==> config.mk <==
export PLATFORM = sky130hd
export DESIGN_NAME = piecewise_linear_interpolator
export DESIGN_NICKNAME = d
export VERILOG_FILES = /design/src/plin_pkg.sv /design/src/piecewise_linear_interpolator.sv /design/src/plin_ram.sv /design/src/plin_front.sv /design/src/plin_back.sv
export SDC_FILE = /design/constraint.sdc
export NUM_CORES = 2
export LEC_CHECK = 0
export BUFFER_PORTS_ARGS = -buffer_cell sky130_fd_sc_hd__buf_2
export CORE_UTILIZATION = 68
export DETAILED_ROUTE_END_ITERATION = 8
export GPL_TIMING_DRIVEN = 1
export PLACE_DENSITY_LB_ADDON = 0.2
export SLEW_MARGIN = 10
export SYNTH_ARGS = -nofsm -noshare
export SYNTH_HDL_FRONTEND = slang
export SYNTH_SLANG_ARGS = --single-unit
==> constraint.sdc <==
create_clock -name i_clk -period 18 [get_ports i_clk]
set_input_delay 5.4 -clock i_clk [delete_from_list [all_inputs] [get_ports i_clk]]
set_output_delay 5.4 -clock i_clk [all_outputs]
set_load 0.02 [all_outputs]
==> src/plin_pkg.sv <==
// Package for the piecewise linear interpolator.
// Holds the shared item type, status codes, FSM states and sizing constants.
// No dependencies.
package plin_pkg;

    localparam int MAX_POINTS_DEF = 16;

    localparam logic [1:0] ST_OK         = 2'd0;
    localparam logic [1:0] ST_BEYOND     = 2'd1;
    localparam logic [1:0] ST_ZERO_WIDTH = 2'd2;
    localparam logic [1:0] ST_SAT        = 2'd3;

    localparam logic MODE_LOAD  = 1'b0;
    localparam logic MODE_QUERY = 1'b1;

    typedef struct packed {
        logic               mode;
        logic               load_ok;
        logic [3:0]         entry_index;
        logic signed [31:0] entry_position;
        logic signed [31:0] entry_temperature;
        logic signed [31:0] query_position;
    } t_item;

    typedef enum logic [2:0] {
        S_IDLE,
        S_RD,
        S_SCAN,
        S_PREP,
        S_MUL,
        S_DIV,
        S_FIN,
        S_OUT
    } t_state;

endpackage

==> src/piecewise_linear_interpolator.sv <==
// Piecewise linear interpolator over a table of up to MAX_POINTS breakpoints.
// A load writes the table once the idle back end takes it from the front queue;
// a query scans the breakpoints, then uses the shift-add multiply and restoring divide unit.
// Queries are processed one at a time; the front queue holds two items.
// Reset (synchronous, active low) empties both queues; the table is not cleared.
module piecewise_linear_interpolator #(
    parameter int MAX_POINTS = plin_pkg::MAX_POINTS_DEF
) (
    input  logic               i_clk,
    input  logic               i_rst_n,
    input  logic               push,
    output logic               full,
    input  logic               i_mode,
    input  logic [3:0]         i_entry_index,
    input  logic signed [31:0] i_entry_position,
    input  logic signed [31:0] i_entry_temperature,
    input  logic signed [31:0] i_query_position,
    output logic               empty,
    input  logic               pop,
    output logic signed [31:0] o_temperature,
    output logic [1:0]         o_status,
    input  logic               i_cfg_we,
    input  logic [4:0]         i_cfg_data
);

    logic            w_valid, w_pop;
    plin_pkg::t_item w_item;
    logic [4:0]      r_points;

    always_ff @(posedge i_clk) begin
        if (!i_rst_n) begin
            r_points <= 5'd2;
        end else if (i_cfg_we) begin
            r_points <= i_cfg_data;
        end
    end

    plin_front #(.MAX_POINTS(MAX_POINTS)) u_front (
        .i_clk               (i_clk),
        .i_rst_n             (i_rst_n),
        .i_push              (push),
        .o_full              (full),
        .i_mode              (i_mode),
        .i_entry_index       (i_entry_index),
        .i_entry_position    (i_entry_position),
        .i_entry_temperature (i_entry_temperature),
        .i_query_position    (i_query_position),
        .o_valid             (w_valid),
        .o_item              (w_item),
        .i_pop               (w_pop)
    );

    plin_back #(.MAX_POINTS(MAX_POINTS)) u_back (
        .i_clk         (i_clk),
        .i_rst_n       (i_rst_n),
        .i_points      (r_points),
        .i_valid       (w_valid),
        .i_item        (w_item),
        .o_pop         (w_pop),
        .empty         (empty),
        .pop           (pop),
        .o_temperature (o_temperature),
        .o_status      (o_status)
    );

    // An accepted transfer leaves at least one item waiting for the back end.
    a_push_fills: assert property (@(posedge i_clk) disable iff (!i_rst_n)
        (push && !full) |=> w_valid)
        else $error("front queue lost an accepted item");

    // The back end never takes an item from an empty front queue.
    a_pop_valid: assert property (@(posedge i_clk) disable iff (!i_rst_n)
        w_pop |-> w_valid)
        else $error("back end popped an empty front queue");

    // A full front queue always presents an item.
    a_full_valid: assert property (@(posedge i_clk) disable iff (!i_rst_n)
        full |-> w_valid)
        else $error("full front queue shows no item");

endmodule

==> src/plin_ram.sv <==
// Generic single write port, single read port RAM with registered read data.
// No dependencies.
module plin_ram #(
    parameter int WIDTH = 64,
    parameter int DEPTH = 16
) (
    input  logic                     i_clk,
    input  logic                     i_we,
    input  logic [$clog2(DEPTH)-1:0] i_waddr,
    input  logic [WIDTH-1:0]         i_wdata,
    input  logic [$clog2(DEPTH)-1:0] i_raddr,
    output logic [WIDTH-1:0]         o_rdata
);

    logic [WIDTH-1:0] r_mem [DEPTH];
    logic [WIDTH-1:0] r_rdata;

    always_ff @(posedge i_clk) begin
        if (i_we) begin
            r_mem[i_waddr] <= i_wdata;
        end
        r_rdata <= r_mem[i_raddr];
    end

    assign o_rdata = r_rdata;

endmodule

==> src/plin_front.sv <==
// Front end: accepts items, classifies loads and queries, queues them two deep.
// Depends on plin_pkg.
module plin_front #(
    parameter int MAX_POINTS = plin_pkg::MAX_POINTS_DEF
) (
    input  logic               i_clk,
    input  logic               i_rst_n,
    input  logic               i_push,
    output logic               o_full,
    input  logic               i_mode,
    input  logic [3:0]         i_entry_index,
    input  logic signed [31:0] i_entry_position,
    input  logic signed [31:0] i_entry_temperature,
    input  logic signed [31:0] i_query_position,
    output logic               o_valid,
    output plin_pkg::t_item    o_item,
    input  logic               i_pop
);

    plin_pkg::t_item r_q [2];
    plin_pkg::t_item w_new;
    logic            r_wp, r_rp;
    logic [1:0]      r_cnt;
    logic            w_push, w_pop;

    assign o_full  = (r_cnt == 2'd2);
    assign o_valid = (r_cnt != 2'd0);
    assign w_push  = i_push && !o_full;
    assign w_pop   = i_pop && o_valid;
    assign o_item  = r_q[r_rp];

    always_comb begin
        w_new.mode              = i_mode;
        w_new.load_ok           = (32'(i_entry_index) < 32'(MAX_POINTS));
        w_new.entry_index       = i_entry_index;
        w_new.entry_position    = i_entry_position;
        w_new.entry_temperature = i_entry_temperature;
        w_new.query_position    = i_query_position;
    end

    always_ff @(posedge i_clk) begin
        if (w_push) begin
            r_q[r_wp] <= w_new;
        end
    end

    always_ff @(posedge i_clk) begin
        if (!i_rst_n) begin
            r_wp  <= 1'b0;
            r_rp  <= 1'b0;
            r_cnt <= 2'd0;
        end else begin
            if (w_push) begin
                r_wp <= ~r_wp;
            end
            if (w_pop) begin
                r_rp <= ~r_rp;
            end
            r_cnt <= r_cnt + {1'b0, w_push} - {1'b0, w_pop};
        end
    end

endmodule

==> src/plin_back.sv <==
// Back end: table storage, segment scan, shift-add multiply, restoring divide.
// Depends on plin_pkg and plin_ram.
module plin_back #(
    parameter int MAX_POINTS = plin_pkg::MAX_POINTS_DEF
) (
    input  logic               i_clk,
    input  logic               i_rst_n,
    input  logic [4:0]         i_points,
    input  logic               i_valid,
    input  plin_pkg::t_item    i_item,
    output logic               o_pop,
    output logic               empty,
    input  logic               pop,
    output logic signed [31:0] o_temperature,
    output logic [1:0]         o_status
);

    localparam int AW = $clog2(MAX_POINTS);
    localparam int NW = $clog2(MAX_POINTS + 1);

    plin_pkg::t_state r_state, n_state;

    logic [NW-1:0]      w_n;
    logic [NW-1:0]      r_i;
    logic [63:0]        w_rdata;
    logic               w_we, w_load_out;
    logic signed [31:0] w_rpos, w_rtemp;
    logic               w_le, w_last;

    logic signed [31:0] r_x;
    logic signed [31:0] r_x0, r_t0, r_x1, r_t1;
    logic [65:0]        r_acc, r_mc;
    logic [32:0]        r_mp, r_den, r_rem;
    logic               r_neg;
    logic [6:0]         r_cnt;
    logic signed [31:0] r_res;
    logic [1:0]         r_stat;
    logic               r_ovalid;
    logic signed [31:0] r_otemp;
    logic [1:0]         r_ostat;

    logic signed [32:0] w_den, w_dt, w_dx;
    logic [33:0]        w_rem_sh;
    logic               w_ge;
    logic signed [41:0] w_sum;

    // Clamp the configured point count into the supported range.
    always_comb begin
        if (i_points < 5'd2) begin
            w_n = NW'(2);
        end else if (32'(i_points) > 32'(MAX_POINTS)) begin
            w_n = NW'(MAX_POINTS);
        end else begin
            w_n = NW'(i_points);
        end
    end

    plin_ram #(.WIDTH(64), .DEPTH(MAX_POINTS)) u_table (
        .i_clk   (i_clk),
        .i_we    (w_we),
        .i_waddr (AW'(i_item.entry_index)),
        .i_wdata ({i_item.entry_position, i_item.entry_temperature}),
        .i_raddr (r_i[AW-1:0]),
        .o_rdata (w_rdata)
    );

    assign w_rpos  = $signed(w_rdata[63:32]);
    assign w_rtemp = $signed(w_rdata[31:0]);
    assign w_le    = (r_x <= w_rpos);
    assign w_last  = (NW'(r_i + NW'(1)) == w_n);

    assign w_den    = {r_x1[31], r_x1} - {r_x0[31], r_x0};
    assign w_dt     = {r_t1[31], r_t1} - {r_t0[31], r_t0};
    assign w_dx     = {r_x[31], r_x} - {r_x0[31], r_x0};
    assign w_rem_sh = {r_rem, r_acc[65]};
    assign w_ge     = (w_rem_sh >= {1'b0, r_den});
    assign w_sum    = r_neg ? (42'(r_t0) - $signed({2'b00, r_acc[39:0]}))
                            : (42'(r_t0) + $signed({2'b00, r_acc[39:0]}));

    always_comb begin
        n_state = r_state;
        case (r_state)
            plin_pkg::S_IDLE: begin
                if (i_valid && i_item.mode == plin_pkg::MODE_QUERY) begin
                    n_state = plin_pkg::S_RD;
                end
            end
            plin_pkg::S_RD:   n_state = plin_pkg::S_SCAN;
            plin_pkg::S_SCAN: begin
                if (r_i == '0) begin
                    n_state = plin_pkg::S_RD;
                end else if (w_le) begin
                    n_state = plin_pkg::S_PREP;
                end else if (w_last) begin
                    n_state = plin_pkg::S_OUT;
                end else begin
                    n_state = plin_pkg::S_RD;
                end
            end
            plin_pkg::S_PREP: begin
                n_state = (w_den == '0) ? plin_pkg::S_OUT : plin_pkg::S_MUL;
            end
            plin_pkg::S_MUL: begin
                if (r_cnt == 7'd1) begin
                    n_state = plin_pkg::S_DIV;
                end
            end
            plin_pkg::S_DIV: begin
                if (r_cnt == 7'd1) begin
                    n_state = plin_pkg::S_FIN;
                end
            end
            plin_pkg::S_FIN:  n_state = plin_pkg::S_OUT;
            plin_pkg::S_OUT: begin
                if (!r_ovalid || pop) begin
                    n_state = plin_pkg::S_IDLE;
                end
            end
            default: n_state = plin_pkg::S_IDLE;
        endcase
    end

    always_comb begin
        o_pop      = 1'b0;
        w_we       = 1'b0;
        w_load_out = 1'b0;
        case (r_state)
            plin_pkg::S_IDLE: begin
                o_pop = i_valid;
                w_we  = i_valid && i_item.mode == plin_pkg::MODE_LOAD && i_item.load_ok;
            end
            plin_pkg::S_OUT: w_load_out = !r_ovalid || pop;
            default: ;
        endcase
    end

    always_ff @(posedge i_clk) begin
        if (!i_rst_n) begin
            r_state  <= plin_pkg::S_IDLE;
            r_i      <= '0;
            r_ovalid <= 1'b0;
        end else begin
            r_state <= n_state;
            if (r_state == plin_pkg::S_IDLE) begin
                r_i <= '0;
            end else if (r_state == plin_pkg::S_SCAN && n_state == plin_pkg::S_RD) begin
                r_i <= NW'(r_i + NW'(1));
            end
            if (w_load_out) begin
                r_ovalid <= 1'b1;
            end else if (pop) begin
                r_ovalid <= 1'b0;
            end
        end
    end

    always_ff @(posedge i_clk) begin
        case (r_state)
            plin_pkg::S_IDLE: r_x <= i_item.query_position;
            plin_pkg::S_SCAN: begin
                if (r_i == '0 || !w_le) begin
                    r_x0 <= w_rpos;
                    r_t0 <= w_rtemp;
                end
                r_x1 <= w_rpos;
                r_t1 <= w_rtemp;
                r_res  <= w_rtemp;
                r_stat <= plin_pkg::ST_BEYOND;
            end
            plin_pkg::S_PREP: begin
                r_res  <= r_t1;
                r_stat <= plin_pkg::ST_ZERO_WIDTH;
                r_neg  <= (w_dt[32] != w_dx[32]) != w_den[32];
                r_mc   <= {33'd0, (w_dt[32] ? 33'(-w_dt) : 33'(w_dt))};
                r_mp   <= w_dx[32] ? 33'(-w_dx) : 33'(w_dx);
                r_den  <= w_den[32] ? 33'(-w_den) : 33'(w_den);
                r_acc  <= '0;
                r_rem  <= '0;
                r_cnt  <= 7'd33;
            end
            plin_pkg::S_MUL: begin
                if (r_mp[0]) begin
                    r_acc <= r_acc + r_mc;
                end
                r_mc  <= {r_mc[64:0], 1'b0};
                r_mp  <= {1'b0, r_mp[32:1]};
                r_cnt <= (r_cnt == 7'd1) ? 7'd66 : r_cnt - 7'd1;
            end
            plin_pkg::S_DIV: begin
                // The accumulator shifts the dividend out at the top and the quotient in.
                r_rem <= w_ge ? 33'(w_rem_sh - {1'b0, r_den}) : w_rem_sh[32:0];
                r_acc <= {r_acc[64:0], w_ge};
                r_cnt <= r_cnt - 7'd1;
            end
            plin_pkg::S_FIN: begin
                if (|r_acc[65:40]) begin
                    r_res  <= r_neg ? 32'sh8000_0000 : 32'sh7FFF_FFFF;
                    r_stat <= plin_pkg::ST_SAT;
                end else if (w_sum[41:31] != {11{w_sum[31]}}) begin
                    r_res  <= w_sum[41] ? 32'sh8000_0000 : 32'sh7FFF_FFFF;
                    r_stat <= plin_pkg::ST_SAT;
                end else begin
                    r_res  <= w_sum[31:0];
                    r_stat <= plin_pkg::ST_OK;
                end
            end
            default: ;
        endcase
        if (w_load_out) begin
            r_otemp <= r_res;
            r_ostat <= r_stat;
        end
    end

    assign empty         = !r_ovalid;
    assign o_temperature = r_otemp;
    assign o_status      = r_ostat;

endmodule
==> qor.yml <==
clkSinkCount: 1776
yosys-top-cells-count: "edfxtp_1, nor2_1, a21oi_1"
powerDensity_nw_per_um2: 112
finalSetupTns_ns: 0
hold_viol_final: 0
clkTransAtPathRegs_ns: 0.06
max-slew-margin-rel_pct: 13.5
ys.flop_type: "edfxtp_1"
r2r_end: "u_back.r_stat[0]"
hp-start: "u_back.r_res[29]"
die-area_um2: 122000
ant_nets: 0
syn_area_um2: 82200
h-tree-depth: 4
drt_wl_total_um: 215000
die_y_um: 350
rsz0062_at_grt: "no"
drt_iter0_drc: 6015
coreArea_um2: 120000
peakVddDrop_v: 0.000116
drcViolationCount: 0
arrival_ns: 1.59
seq_area_frac_synth_pct: 63.9
fin_ws_ns: 11.01
antenna_found_initial: 25
hp-class: "reg2reg"
synth_seq_cells: 1776
worst_slew_pin_slew_ns: 1.26
drv_slew: 0
r2r_cells: 21
gp_congestion: 0.952
period_share_pct: 38.8
ys.warnings.count: 0
synthCells: 5598
nNetsFinal: 6154
grt_pass1_wl_um: 318000
vias: 51418
grt_pass1_vias: 50638
skew_ns: 0.0534
cp.required_ns: 12.60
drive_gt1_share_pct: 16.3
outcome: "completed"
finalSetupViolations: 0
drt-pass1-iter-count: 6
rr_startpoint: "u_back.r_acc[4]"
rrSetupSlack_ns: 11.02
max_freq_mhz: 143
yosysUniqueCellTypes: 90
root_buffer: "clkbuf_16"
cp_cell_sequence: "nand2_1, inv_1, buf_2"
cp_max_fo: 3
vias_per_cell: 6.83
cts_resized: 0
grt_max_degree: 117
cpPeakStageDelay_ns: 0.38
worstHoldEndpoint: "u_back.o_temperature[29]"
hpwl_um: 124000
grt_overflow: 0
syn_to_final_growth_pct: 10.4
cts_made_buffers: 173
port_buffers: 146
synth_area_leaders: "edfxtp_1, mux4_2, ha_1"
clkLatencyLatePin_ns: 0.83
leakage_uw: 0.0310
synth_nets: 5993
total_power_uw: 10200
holdPathStages: 0
synth.top_cell.area_share_pct: 61.8
slowest_stage: "dfxtp_1"
async_flop_share_pct: 0
ios: 147
startpoint_type: "flop"
cts_tree: "built"
crit_path_end_kind: "primary output"
dpl_worst_slack_ns: 10.39
max_cap_viol_count: 0
fin_crit_ns: 6.99
synth_most_common_cell: "edfxtp_1"
avgSynthCellArea_um2: 14.7
hold_buffers: 0
track_usage_pct: 35.4
post_cts_buffers: 0
wl_per_cell_um: 28.6
start_util_pct: 68.5
synth.largest_area_cell: "edfxtp_1"
synth_edf_count: 1693
worstSetupPathType: "reg2out"
rows: 127
die_w_um: 350
cts_buffer_depth: 3
==> cell families (layout without fill, tap and decap cells) <==
kind of cell,count (synthesis),count (layout),synth area share [%]
flops,1776,1776,63.9
simple gates,1186,1186,6.97
compound gates,1110,1110,8.55
mux,454,454,10.6
buf+inv,446,752,2.05
xor+xnor,342,342,3.64
fa+ha+maj,284,284,4.38
other cells,0,8,0
==> how the worst max path moves through the flow <==
stage,from,endpoint,slack [ns],cells after the start
global placement,push,u_front.r_q[0][53],10.44,5
global route,u_back.r_acc[1],u_back.r_stat[0],10.64,19
floorplan,push,u_front.r_q[0][0],7.74,2
finish,u_front.r_cnt[1],full,11.01,3
CTS,u_front.r_cnt[1],full,11.00,3
detailed placement,push,u_front.r_q[0][53],10.39,5
==> power breakdown <==
part | internal [uW] | total (uW) | switching [uW]
clock | 2130 | 3780 | 1650
sequential | 4960 | 5070 | 111
combinational | 466 | 1370 | 899
==> layout by cell type, fill, tap and decap left out, types with 55 or more instances in the layout <==
| master | count |
|---|---|
| xnor2_1 | 194 |
| dfxtp_1 | 77 |
| nand3_1 | 71 |
| a21o_1 | 123 |
| and2_1 | 61 |
| nand2_1 | 251 |
| a21oi_1 | 354 |
| edfxtp_1 | 1693 |
| nor3_1 | 77 |
| nor2b_1 | 55 |
| buf_4 | 61 |
| clkbuf_16 | 174 |
| nor2_1 | 386 |
| mux2_2 | 105 |
| xor2_1 | 148 |
| buf_2 | 146 |
| o21ai_0 | 200 |
| ha_1 | 278 |
| inv_1 | 223 |
| mux4_2 | 320 |
==> worst max-delay path: cells and delay by family (launching register included) <==
kind,cells,cell delay [ns]
DFF,1,0.38
buffers and inverters,2,0.27
and+or+nand+nor,1,0.12
==> final cells by class <==
type | instances | area [um^2]
Clock inverter | 112 | 1360
Sequential cell | 1776 | 52500
Timing Repair Buffer | 208 | 1210
Clock buffer | 208 | 4530
Tap cell | 1612 | 2020
Antenna cell | 8 | 20.0
Fill cell | 6667 | 29200
Multi-Input combinational cell | 3376 | 28300
Inverter | 224 | 841
==> per-stage QoR <==
stage                     hold WS (ns)  std cells  utilization [%]  area [um^2]
final                            0.423       7524             75.7        90800
after global routing             0.424       7518             75.6        90700
after CTS                        0.424       7516             75.6        90700
after detailed placement         0.408       7196             70.7        84900
after global placement           0.407       7196             70.7        84900
after floorplan                  0.400       5598                -        82200
==> per-layer routing <==
layer | GRT usage, % | share of wire (%) | vias up | routed length (um)
li1 | - | - | 22042 | -
met1 | 46.6 | 37 | 25652 | 80300
met2 | 58.5 | 49 | 3107 | 105000
met3 | 6.63 | 9.6 | 597 | 20700
met4 | 14.6 | 4.1 | 20 | 8900
met5 | 0 | 0.062 | - | 133
==> flip-flops by register name, indices dropped and copies added, names as in the netlist, 33 cells and up, named ones only <==
| name | flops |
|---|---|
| u_back.u_table.r_mem | 1024 |
| u_front.r_q | 202 |
| u_back.r_acc | 66 |
| u_back.r_mc | 66 |
| u_back.u_table.o_rdata | 64 |
| u_back.r_den | 33 |
| u_back.r_mp | 33 |
| u_back.r_rem | 33 |
Note: power is estimated with default switching activity, not from simulation.
